===== config.mk =====
export PLATFORM = sky130hd
export DESIGN_NAME = skf_ram
export DESIGN_NICKNAME = d
export VERILOG_FILES = /design/src/rtl/skf_ram.sv
export SDC_FILE = /design/constraint.sdc
export NUM_CORES = 1
export LEC_CHECK = 0
export BUFFER_PORTS_ARGS = -buffer_cell sky130_fd_sc_hd__buf_4
export CAP_MARGIN = 20
export CELL_PAD_IN_SITES_DETAIL_PLACEMENT = 0
export CELL_PAD_IN_SITES_GLOBAL_PLACEMENT = 2
export CORE_MARGIN = 5
export CORE_UTILIZATION = 45
export CTS_BUF_LIST = sky130_fd_sc_hd__clkbuf_8
export CTS_CLUSTER_SIZE = 40
export DETAILED_ROUTE_END_ITERATION = 10
export HOLD_SLACK_MARGIN = 0.02
export PLACE_DENSITY_LB_ADDON = 0.08
export SLEW_MARGIN = 15
export SYNTH_ARGS = -nofsm -noshare
export SYNTH_HDL_FRONTEND = slang
export SYNTH_SLANG_ARGS = --single-unit
export TNS_END_PERCENT = 50

===== constraint.sdc =====
create_clock -name clk -period 3.8 [get_ports clk]
set_input_delay 1.14 -clock clk [delete_from_list [all_inputs] [get_ports clk]]
set_output_delay 1.14 -clock clk [all_outputs]
set_load 0.1 [all_outputs]

===== src/rtl/skf_ram.sv =====
module skf_ram #(
    parameter int WIDTH = 32,
    parameter int DEPTH = 8
) (
    input  logic                     clk,
    input  logic                     we,
    input  logic [$clog2(DEPTH)-1:0] waddr,
    input  logic [WIDTH-1:0]         wdata,
    input  logic [$clog2(DEPTH)-1:0] raddr,
    output logic [WIDTH-1:0]         rdata
);

    logic [WIDTH-1:0] mem [DEPTH];
    logic [WIDTH-1:0] rdata_reg;

    always_ff @(posedge clk)
    begin
        if (we)
        begin
            mem[waddr] <= wdata;
        end
        rdata_reg <= mem[raddr];
    end

    assign rdata = rdata_reg;

endmodule


==> flow_metrics.tcl <==
set metrics [dict create \
    status "finished, final reports clean" \
    synth_most_common_cell "edfxtp_1" \
    cts_resized 0 \
    period_share_pct 61.7 \
    grt_max_degree 35 \
    p_sw_share_pct 23.3 \
    coreArea_um2 22800 \
    grt_pass1_wl_um 30300 \
    ys.flop_type "edfxtp_1" \
    antennaDiodeCount 0 \
    syn_avg_cell_area_um2 25.2 \
    clk_latency_ns 0.55 \
    hpwl_um 10700 \
    cp-end-kind "output pin" \
    slew_headroom_pct 53.2 \
    vias_per_cell 5.17 \
    vias 4572 \
    final_util_pct 55.0 \
    power.switching_mw 1.64 \
    placed_area_um2 11500 \
    grt_pass1_vias 5134 \
    start_kind "flop" \
    ys_ff_latch 288 \
    die_h_um 163 \
    drt_iter0_drc 217 \
    nets 572 \
    combPwrFrac_pct 9.0 \
    fin_crit_ns 2.34 \
    synthArstFlopShare_pct 0 \
    power_frac_seq_pct 51.4 \
    power_density_nw_per_um2 560 \
    synth_top_area_share_pct 73.4 \
    ant_nets 0 \
    crit_family "flip-flops" \
    num_io_pins 72 \
    yosys-top-cells-area "edfxtp_1 (73%), mux4_1 (10%), dfxtp_1 (6.1%)" \
    synth_top_area_cell "edfxtp_1" \
    ys_warn_count 0 \
    hold_viol_final 0 \
    placed_cells 795 \
    leakage_nw 4.34 \
    io_buffers 71 \
    die_w_um 163 \
    clock_power_share_pct 39.5 \
    worst_pin_slew_ns 0.700 \
    hold_ws_ns 0.659 \
    drv_slew 0 \
    tritoncts "built" \
    maxCapViolations 0 \
    ir_drop_mv 0.274 \
    antenna_found_initial 0 \
    first_pass_iters 4 \
    synthTopCellsByCount "edfxtp_1 (256), mux4_1 (40), dfxtp_1 (32), mux2_2 (32), mux4_2 (24)" \
    dieArea_um2 26400 \
    syn_area_um2 10500 \
    cts-htree-levels 2 \
    cts-root-buf "clkbuf_8" \
    areaGrowthSynthToFinish_pct 19.7 \
    wire_per_inst_um 22.3 \
    rsz0062_at_grt "no" \
    hold_path.class "flop to flop" \
    initial_core_util_pct 45.9 \
    final_cells 885 \
    ctsHoldBuffers 0 \
    post_cts_buffers 0 \
    clkSlewWorstSetupHoldPaths_ns 0.06 \
    synth_cells 415 \
    drive_gt1_share_pct 37.9 \
    num_rows 55 \
    skew_ns 0.0135 \
    synth-edff-count 256 \
    critPathKind "flop to output pin" \
    wl_um 19800 \
    crit_required_ns 2.66 \
    max_freq_ghz 0.427 \
    cp.arrival_ns 1.20 \
    postLayoutCellArea_um2 12500 \
    setup_viol 0 \
    critPathMaxStageDelay_ns 0.36 \
    crit_buf_inv 1 \
    synth_cell_types 13 \
    ys_seq_area_share_pct 79.6 \
    place.gp.congestion 0.651 \
    cts_made_buffers 48 \
    drc 0 \
    p_int_mw 5.38 \
    cp_max_fo 1 \
    cp_cell_sequence "buf_4" \
    synth_nets 455 \
    gr-usage-all-layers_pct 15.4 \
    clk_path_buf_depth 3 \
    numClockSinks 288 \
    largest_reg_flops 256 \
    grt-ovfl-total 0 \
    critical_path.slowest_cell "dfxtp_1" \
]
[per-stage QoR]
stage | TNS, ns | worst slack (ns) | power, mW
global placement | 0 | 0.885 | 4.31
floorplan | -3.07 | -0.0960 | 4.12
CTS | 0 | 1.41 | 7.12
global route | 0 | 1.40 | 7.32
finish | 0 | 1.46 | 7.02
detailed placement | 0 | 0.867 | 4.32
[final timing paths]
kind                             start                 to  slack, ns  cells after the start
setup / recovery     rdata[22]$_DFF_P_          rdata[22]       1.46                      1
setup reg to reg   mem[1][2]$_DFFE_PP_   rdata[2]$_DFF_P_       2.53                      2
hold / removal    mem[2][27]$_DFFE_PP_  rdata[27]$_DFF_P_       0.66                      2
hold reg to reg   mem[2][27]$_DFFE_PP_  rdata[27]$_DFF_P_       0.66                      2
[layer usage]
metal	GRT usage, %	part of all wire, %	routed length (µm)
met1	21.1	44	8710
met2	24.8	50	9890
met3	3.32	4.4	865
met4	5.11	1.5	304
met5	0	0	0
[final cells by class]
class | count | area, µm²
Fill cell | 1773 | 10300
Clock inverter | 31 | 208
Tap cell | 313 | 392
Clock buffer | 59 | 812
Sequential cell | 288 | 8330
Multi-Input combinational cell | 109 | 2070
Timing Repair Buffer | 85 | 713
[power by group through the flow]
stage          registers (mW)  logic (mW)  clock network (mW)
5_1_grt                  3.62       0.664                3.04
2_1_floorplan            3.94       0.181                   0
3_5_place_dp             3.68       0.644                   0
4_1_cts                  3.61       0.645                2.87
6_report                 3.61       0.633                2.78
3_3_place_gp             3.67       0.636                   0
[placed cells by master, fill, tap and decap left out]
cell / n
edfxtp_1: 256
buf_4: 79
clkbuf_8: 59
mux4_1: 40
mux2_2: 32
dfxtp_1: 32
mux4_2: 24
inv_1: 18
nor2_4: 6
buf_12: 6
clkinv_1: 4
clkinv_2: 4
nand2b_1: 3
bufinv_16: 3
nand2_1: 2
clkinvlp_4: 2
nor3_4: 1
nor3_2: 1
[cell families after synthesis]
kind of cell           after synthesis  share of synthesized area [%]
flip-flops                         288                           79.6
multiplexers                        96                           18.6
buffers and inverters               18                           1.22
AND/OR/NAND/NOR                     13                          0.562
No activity file was read; power rests on OpenSTA's default activity.
