[src/rtl/skf_pkg.sv]
package skf_pkg;

    // Channel layout: accelerometer axes first, then gyro axes.
    localparam int AXES     = 3;
    localparam int CHANNELS = 2 * AXES;
    localparam int CH_W     = (CHANNELS > 1) ? $clog2(CHANNELS) : 1;

    // Fixed-point widths.
    localparam int P_W   = 32;         // covariance and noise, unsigned Q8.24
    localparam int X_W   = 32;         // estimate, signed Q15.16
    localparam int Z_W   = 16;         // sample, signed integer counts
    localparam int FRAC  = 24;         // fraction bits of gain and covariance
    localparam int K_W   = FRAC + 1;   // gain, 0 .. 1.0 in Q1.24
    localparam int KC_W  = $clog2(K_W);
    localparam int D_W   = X_W + 1;    // innovation and its magnitude
    localparam int PX_W  = K_W + D_W;  // gain times innovation magnitude
    localparam int PP_W  = K_W + P_W;  // (1 - gain) times covariance

    localparam logic [K_W-1:0] ONE_Q24 = K_W'(1) << FRAC;

    // Configuration port.
    localparam int CFG_IDX_W = 3;
    localparam int CFG_W     = 32;

    localparam logic [CFG_IDX_W-1:0] REG_ACCEL_Q  = 3'd0;
    localparam logic [CFG_IDX_W-1:0] REG_ACCEL_R  = 3'd1;
    localparam logic [CFG_IDX_W-1:0] REG_ACCEL_P0 = 3'd2;
    localparam logic [CFG_IDX_W-1:0] REG_GYRO_Q   = 3'd3;
    localparam logic [CFG_IDX_W-1:0] REG_GYRO_R   = 3'd4;
    localparam logic [CFG_IDX_W-1:0] REG_GYRO_P0  = 3'd5;

    localparam logic [P_W-1:0] RST_PROC_NOISE  = 32'd167772;
    localparam logic [P_W-1:0] RST_MEAS_NOISE  = 32'd16777216;
    localparam logic [P_W-1:0] RST_INITIAL_COV = 32'd16777216;

    localparam logic MODE_INIT = 1'b0;
    localparam logic KIND_GYRO = 1'b1;

    function automatic logic [P_W-1:0] sat_add(input logic [P_W-1:0] a,
                                               input logic [P_W-1:0] b);
        logic [P_W:0] sum;
        sum = {1'b0, a} + {1'b0, b};
        return sum[P_W] ? {P_W{1'b1}} : sum[P_W-1:0];
    endfunction

endpackage

[src/rtl/skf_div.sv]
module skf_div (
    input  logic                      clk,
    input  logic                      rst_n,
    input  logic                      start,
    input  logic [skf_pkg::P_W-1:0]   numer,
    input  logic [skf_pkg::P_W-1:0]   denom,
    output logic                      done,
    output logic [skf_pkg::K_W-1:0]   quot
);

    // Restoring division of numer * 2^24 by denom, one quotient bit a cycle.
    // numer never exceeds denom, so the quotient fits in 25 bits and the
    // partial remainder always stays below denom.

    logic [skf_pkg::P_W-1:0]  rem_reg,  rem_next;
    logic [skf_pkg::P_W-1:0]  den_reg,  den_next;
    logic [skf_pkg::K_W-1:0]  quo_reg,  quo_next;
    logic [skf_pkg::KC_W-1:0] cnt_reg,  cnt_next;
    logic                     lsb_reg,  lsb_next;
    logic                     run_reg,  run_next;
    logic                     done_reg, done_next;

    logic [skf_pkg::P_W:0]    shifted;
    logic [skf_pkg::P_W+1:0]  trial;
    logic                     qbit;

    always_comb
    begin
        // Only the top step shifts in a dividend bit; the rest are zeros.
        shifted = {rem_reg, (cnt_reg == skf_pkg::KC_W'(skf_pkg::K_W - 1)) ? lsb_reg : 1'b0};
        trial   = {1'b0, shifted} - {2'b00, den_reg};
        qbit    = !trial[skf_pkg::P_W+1];

        rem_next  = rem_reg;
        den_next  = den_reg;
        quo_next  = quo_reg;
        cnt_next  = cnt_reg;
        lsb_next  = lsb_reg;
        run_next  = run_reg;
        done_next = 1'b0;

        if (start)
        begin
            rem_next = numer >> 1;
            lsb_next = numer[0];
            den_next = denom;
            quo_next = '0;
            cnt_next = skf_pkg::KC_W'(skf_pkg::K_W - 1);
            run_next = 1'b1;
        end
        else if (run_reg)
        begin
            rem_next = qbit ? trial[skf_pkg::P_W-1:0] : shifted[skf_pkg::P_W-1:0];
            quo_next = {quo_reg[skf_pkg::K_W-2:0], qbit};
            cnt_next = cnt_reg - 1'b1;
            if (cnt_reg == '0)
            begin
                run_next  = 1'b0;
                done_next = 1'b1;
            end
        end
    end

    always_ff @(posedge clk or negedge rst_n)
    begin
        if (!rst_n)
        begin
            run_reg  <= 1'b0;
            done_reg <= 1'b0;
            cnt_reg  <= '0;
        end
        else
        begin
            run_reg  <= run_next;
            done_reg <= done_next;
            cnt_reg  <= cnt_next;
        end
    end

    always_ff @(posedge clk)
    begin
        rem_reg <= rem_next;
        den_reg <= den_next;
        quo_reg <= quo_next;
        lsb_reg <= lsb_next;
    end

    assign done = done_reg;
    assign quot = quo_reg;

endmodule
[config.mk]
export PLATFORM = sky130hd
export DESIGN_NAME = skf_div
export DESIGN_NICKNAME = d
export VERILOG_FILES = /design/src/rtl/skf_pkg.sv /design/src/rtl/skf_div.sv
export SDC_FILE = /design/constraint.sdc
export NUM_CORES = 1
export LEC_CHECK = 0
export BUFFER_PORTS_ARGS = -buffer_cell sky130_fd_sc_hd__buf_2
export CAP_MARGIN = 30
export CORE_AREA = 2 2 110 112
export CTS_CLUSTER_DIAMETER = 40
export CTS_CLUSTER_SIZE = 12
export DETAILED_ROUTE_END_ITERATION = 12
export DIE_AREA = 0 0 112 114
export PLACE_DENSITY = 0.74
export REMOVE_ABC_BUFFERS = 1
export SYNTH_ARGS = -nofsm -noshare
export SYNTH_HDL_FRONTEND = slang
export SYNTH_SLANG_ARGS = --single-unit
[constraint.sdc]
create_clock -name clk -period 4.4 [get_ports clk]
set_input_delay 1.32 -clock clk [delete_from_list [all_inputs] [get_ports clk]]
set_output_delay 1.32 -clock clk [all_outputs]
set_load 0.005 [all_outputs]
==> flow_summary.yaml <==
logic_synthesis:
  yosys_most_used_dff: "edfxtp_1"
  synth-warning-count: 0
  synth_edf_count: 64
  synth_cell_types: 68
  avgSynthCellArea_um2: 9.933
  syn_inst: 570
  ys_seq_elements: 97
  yosysSeqAreaShare: 0.4623
  synthArstFlopShare: 0.07216
  syn_area_mm2: 0.005662
pwr:
  power.switching_uw: 1673
  cellPowerDensity_mw_per_mm2: 649.0
  internal_power_uw: 2556
  peakVddDrop_v: 0.0003366
  sequentialPowerShare: 0.316
  clkPwrFrac: 0.180
  p_comb_frac: 0.504
  p_sw_frac: 0.3956
  p_leak_uw: 0.003044
die:
  die_w_um: 112
  io_pins: 93
  die_area_mm2: 0.01277
  die_y_um: 114
  start_util: 0.4834
  num_rows: 40
  core_area_mm2: 0.01171
sta:
  tns_ns: 0
  worst_pin_slew_ns: 0.8216
  setup_ws_ns: 0.9021
  max_freq_mhz: 285.9
  maxSlewViolCount: 0
  hold_viol_final: 0
  setup_violations: 0
  fin_crit_sh: 0.7950
  slew_headroom: 0.4523
  rsz0062_at_grt: "no"
  finalCriticalPeriod_ns: 3.498
  finClkSkew_ns: 0.01139
global_routing:
  antenna_found_initial: 1
  grt_usage: 0.2056
  grt_max_degree: 63
  grt_pass1_wl_mm: 21.05
  grt_overflow: 0
  grt_pass1_vias: 4514
place:
  io_buffer_count: 92
  dp_hpwl_mm: 8.787
  place_ws_ns: 0.7984
  gp_congestion: 0.9835
clocking:
  cts_buffers: 9
  post-cts-setup-buffer-count: 0
  cts_tree: "yes"
  clk_latency_ns: 0.35
  htree_levels: 3
  holdBufCountCts: 0
  ctsResizeCount: 0
  cts_buffer_depth: 2
  clk_pin_slew_ns: 0.07
  cts_root_buf: "clkbuf_16"
  numClockSinks: 97
run_status:
  status: "completed"
critical_path:
  r2r_slack_ns: 0.90
  cp.arrival_ns: 3.60
  path_max_fanout: 4
  cp.required_ns: 4.50
  crit_type: "flip-flop to flip-flop"
  end_kind: "flip-flop"
  cp-start-kind: "flip-flop"
detailed_routing:
  drt_iter0_drc: 345
  via_count: 4479
  drt_wl_total_mm: 12.49
  routed_via_density: 5.557
  drc_errors: 0
  first_pass_iters: 5
  wl_per_cell_um: 15.49
  ant_nets: 0
finish:
  synthToLayoutAreaGrowth_pct: 15.07
  fillers: 1044
  drive_above_1_share: 0.1869
  fin_nets: 755
run:
  cap_viol_max_count: 0
worst_hold_path:
  hp-class: "flip-flop to flip-flop"
[metrics by stage]
step	std cells	hold slack (ns)	utilization	instance area, µm²	power, µW
floorplan	546	0.4848	-	5530	2934
detailed placement	788	0.5071	0.5294	6200	3408
global placement	788	0.4766	0.5294	6200	3351
CTS	804	0.5225	0.5537	6485	4195
finish	806	0.5185	0.5563	6515	4229
global route	805	0.5535	0.5561	6513	4559
[synthesized netlist by cell type, drive strengths merged (7+ instances only)]
cell type	n	area [µm²]
ha	34	425.4
and3	10	67.56
nand2	57	214.0
clkbuf	13	48.80
a211oi	9	72.57
a21oi	33	168.9
a21o	12	91.34
nand3	12	60.06
dfrtp	7	175.2
inv	41	153.9
xnor2	19	166.4
o21ai	21	108.9
a31oi	19	133.9
edfxtp	64	1922
nor2	63	239.0
mux2i	30	300.3
dfxtp	26	520.5
buf	11	82.57
xor2	7	61.31
and2	8	50.05
[routing by layer]
metal	vias to the layer above	GRT usage	wire length (µm)
met1	2120	0.2583	5660
met2	120	0.3366	5936
met5	-	0	0
met3	17	0.05898	699
li1	2222	-	-
met4	0	0.08374	191
[layout make-up]
cell class,instances,area [µm²],area share
repair buffers,96,513.0,0.07874
diodes,1,2.502,0.0003841
clock inverters,3,23.77,0.003649
clock buffers,13,261.5,0.04014
multi-input cells,408,2759,0.4235
well taps,147,183.9,0.02823
flip-flops and latches,97,2618,0.4018
inverters,41,153.9,0.02362
[worst max-delay path: stages (launching register included)]
cell and delay (ns):
dfrtp_1 0.38, inv_1 0.08, ha_1 0.21, nand4_1 0.10, ha_1 0.17, inv_1 0.05, fa_1 0.40, a21oi_1 0.23
o21bai_1 0.19, o2111ai_1 0.29, and3_4 0.27, a21oi_2 0.09, o31a_1 0.32, xor2_1 0.14, a221o_1 0.31
[cell families (layout without fill, tap and decap cells)]
group                      after synthesis  in the layout  synth area share
xor gates and xnor gates                26             26           0.04022
muxes                                   31             31           0.05503
AOI/OAI and AO/OA                      134            134            0.1653
and+or+nand+nor                        182            182            0.1481
other                                    0              1                 0
DFF                                     97             97            0.4623
adders and majority gates               35             35           0.07867
buffers and inverters                   65            153           0.05038
[cell usage in the layout, fill, tap and decap left out, drive strengths merged, types with 13 or more instances in the layout]
cell type | Yosys | layout
dfxtp | 26 | 26
nand2 | 57 | 57
edfxtp | 64 | 64
a31oi | 19 | 19
clkbuf | 13 | 13
ha | 34 | 34
a21oi | 33 | 33
inv | 41 | 43
nor2 | 63 | 63
xnor2 | 19 | 19
o21ai | 21 | 21
buf | 11 | 96
mux2i | 30 | 30
[power groups by stage]
stage          Combinational (µW)  Sequential, µW  Clock, µW
2_1_floorplan                1620            1310          0
3_3_place_gp                 2010            1340          0
3_5_place_dp                 2060            1350          0
4_1_cts                      2070            1330        787
5_1_grt                      2380            1360        819
6_report                     2130            1330        762
[path summary, 6_finish.rpt]
check                      depth (start not counted)       start          end
setup reg to reg                                  14  cnt_reg[0]  rem_reg[30]
setup / recovery                                  14  cnt_reg[0]  rem_reg[30]
hold reg to reg                                    2     quot[0]      quot[0]
max in group asynchronous                          1       rst_n   cnt_reg[4]
hold / removal                                     2     quot[0]      quot[0]
min in group asynchronous                          1       rst_n   cnt_reg[2]
Note: power is estimated with default switching activity, not from simulation.
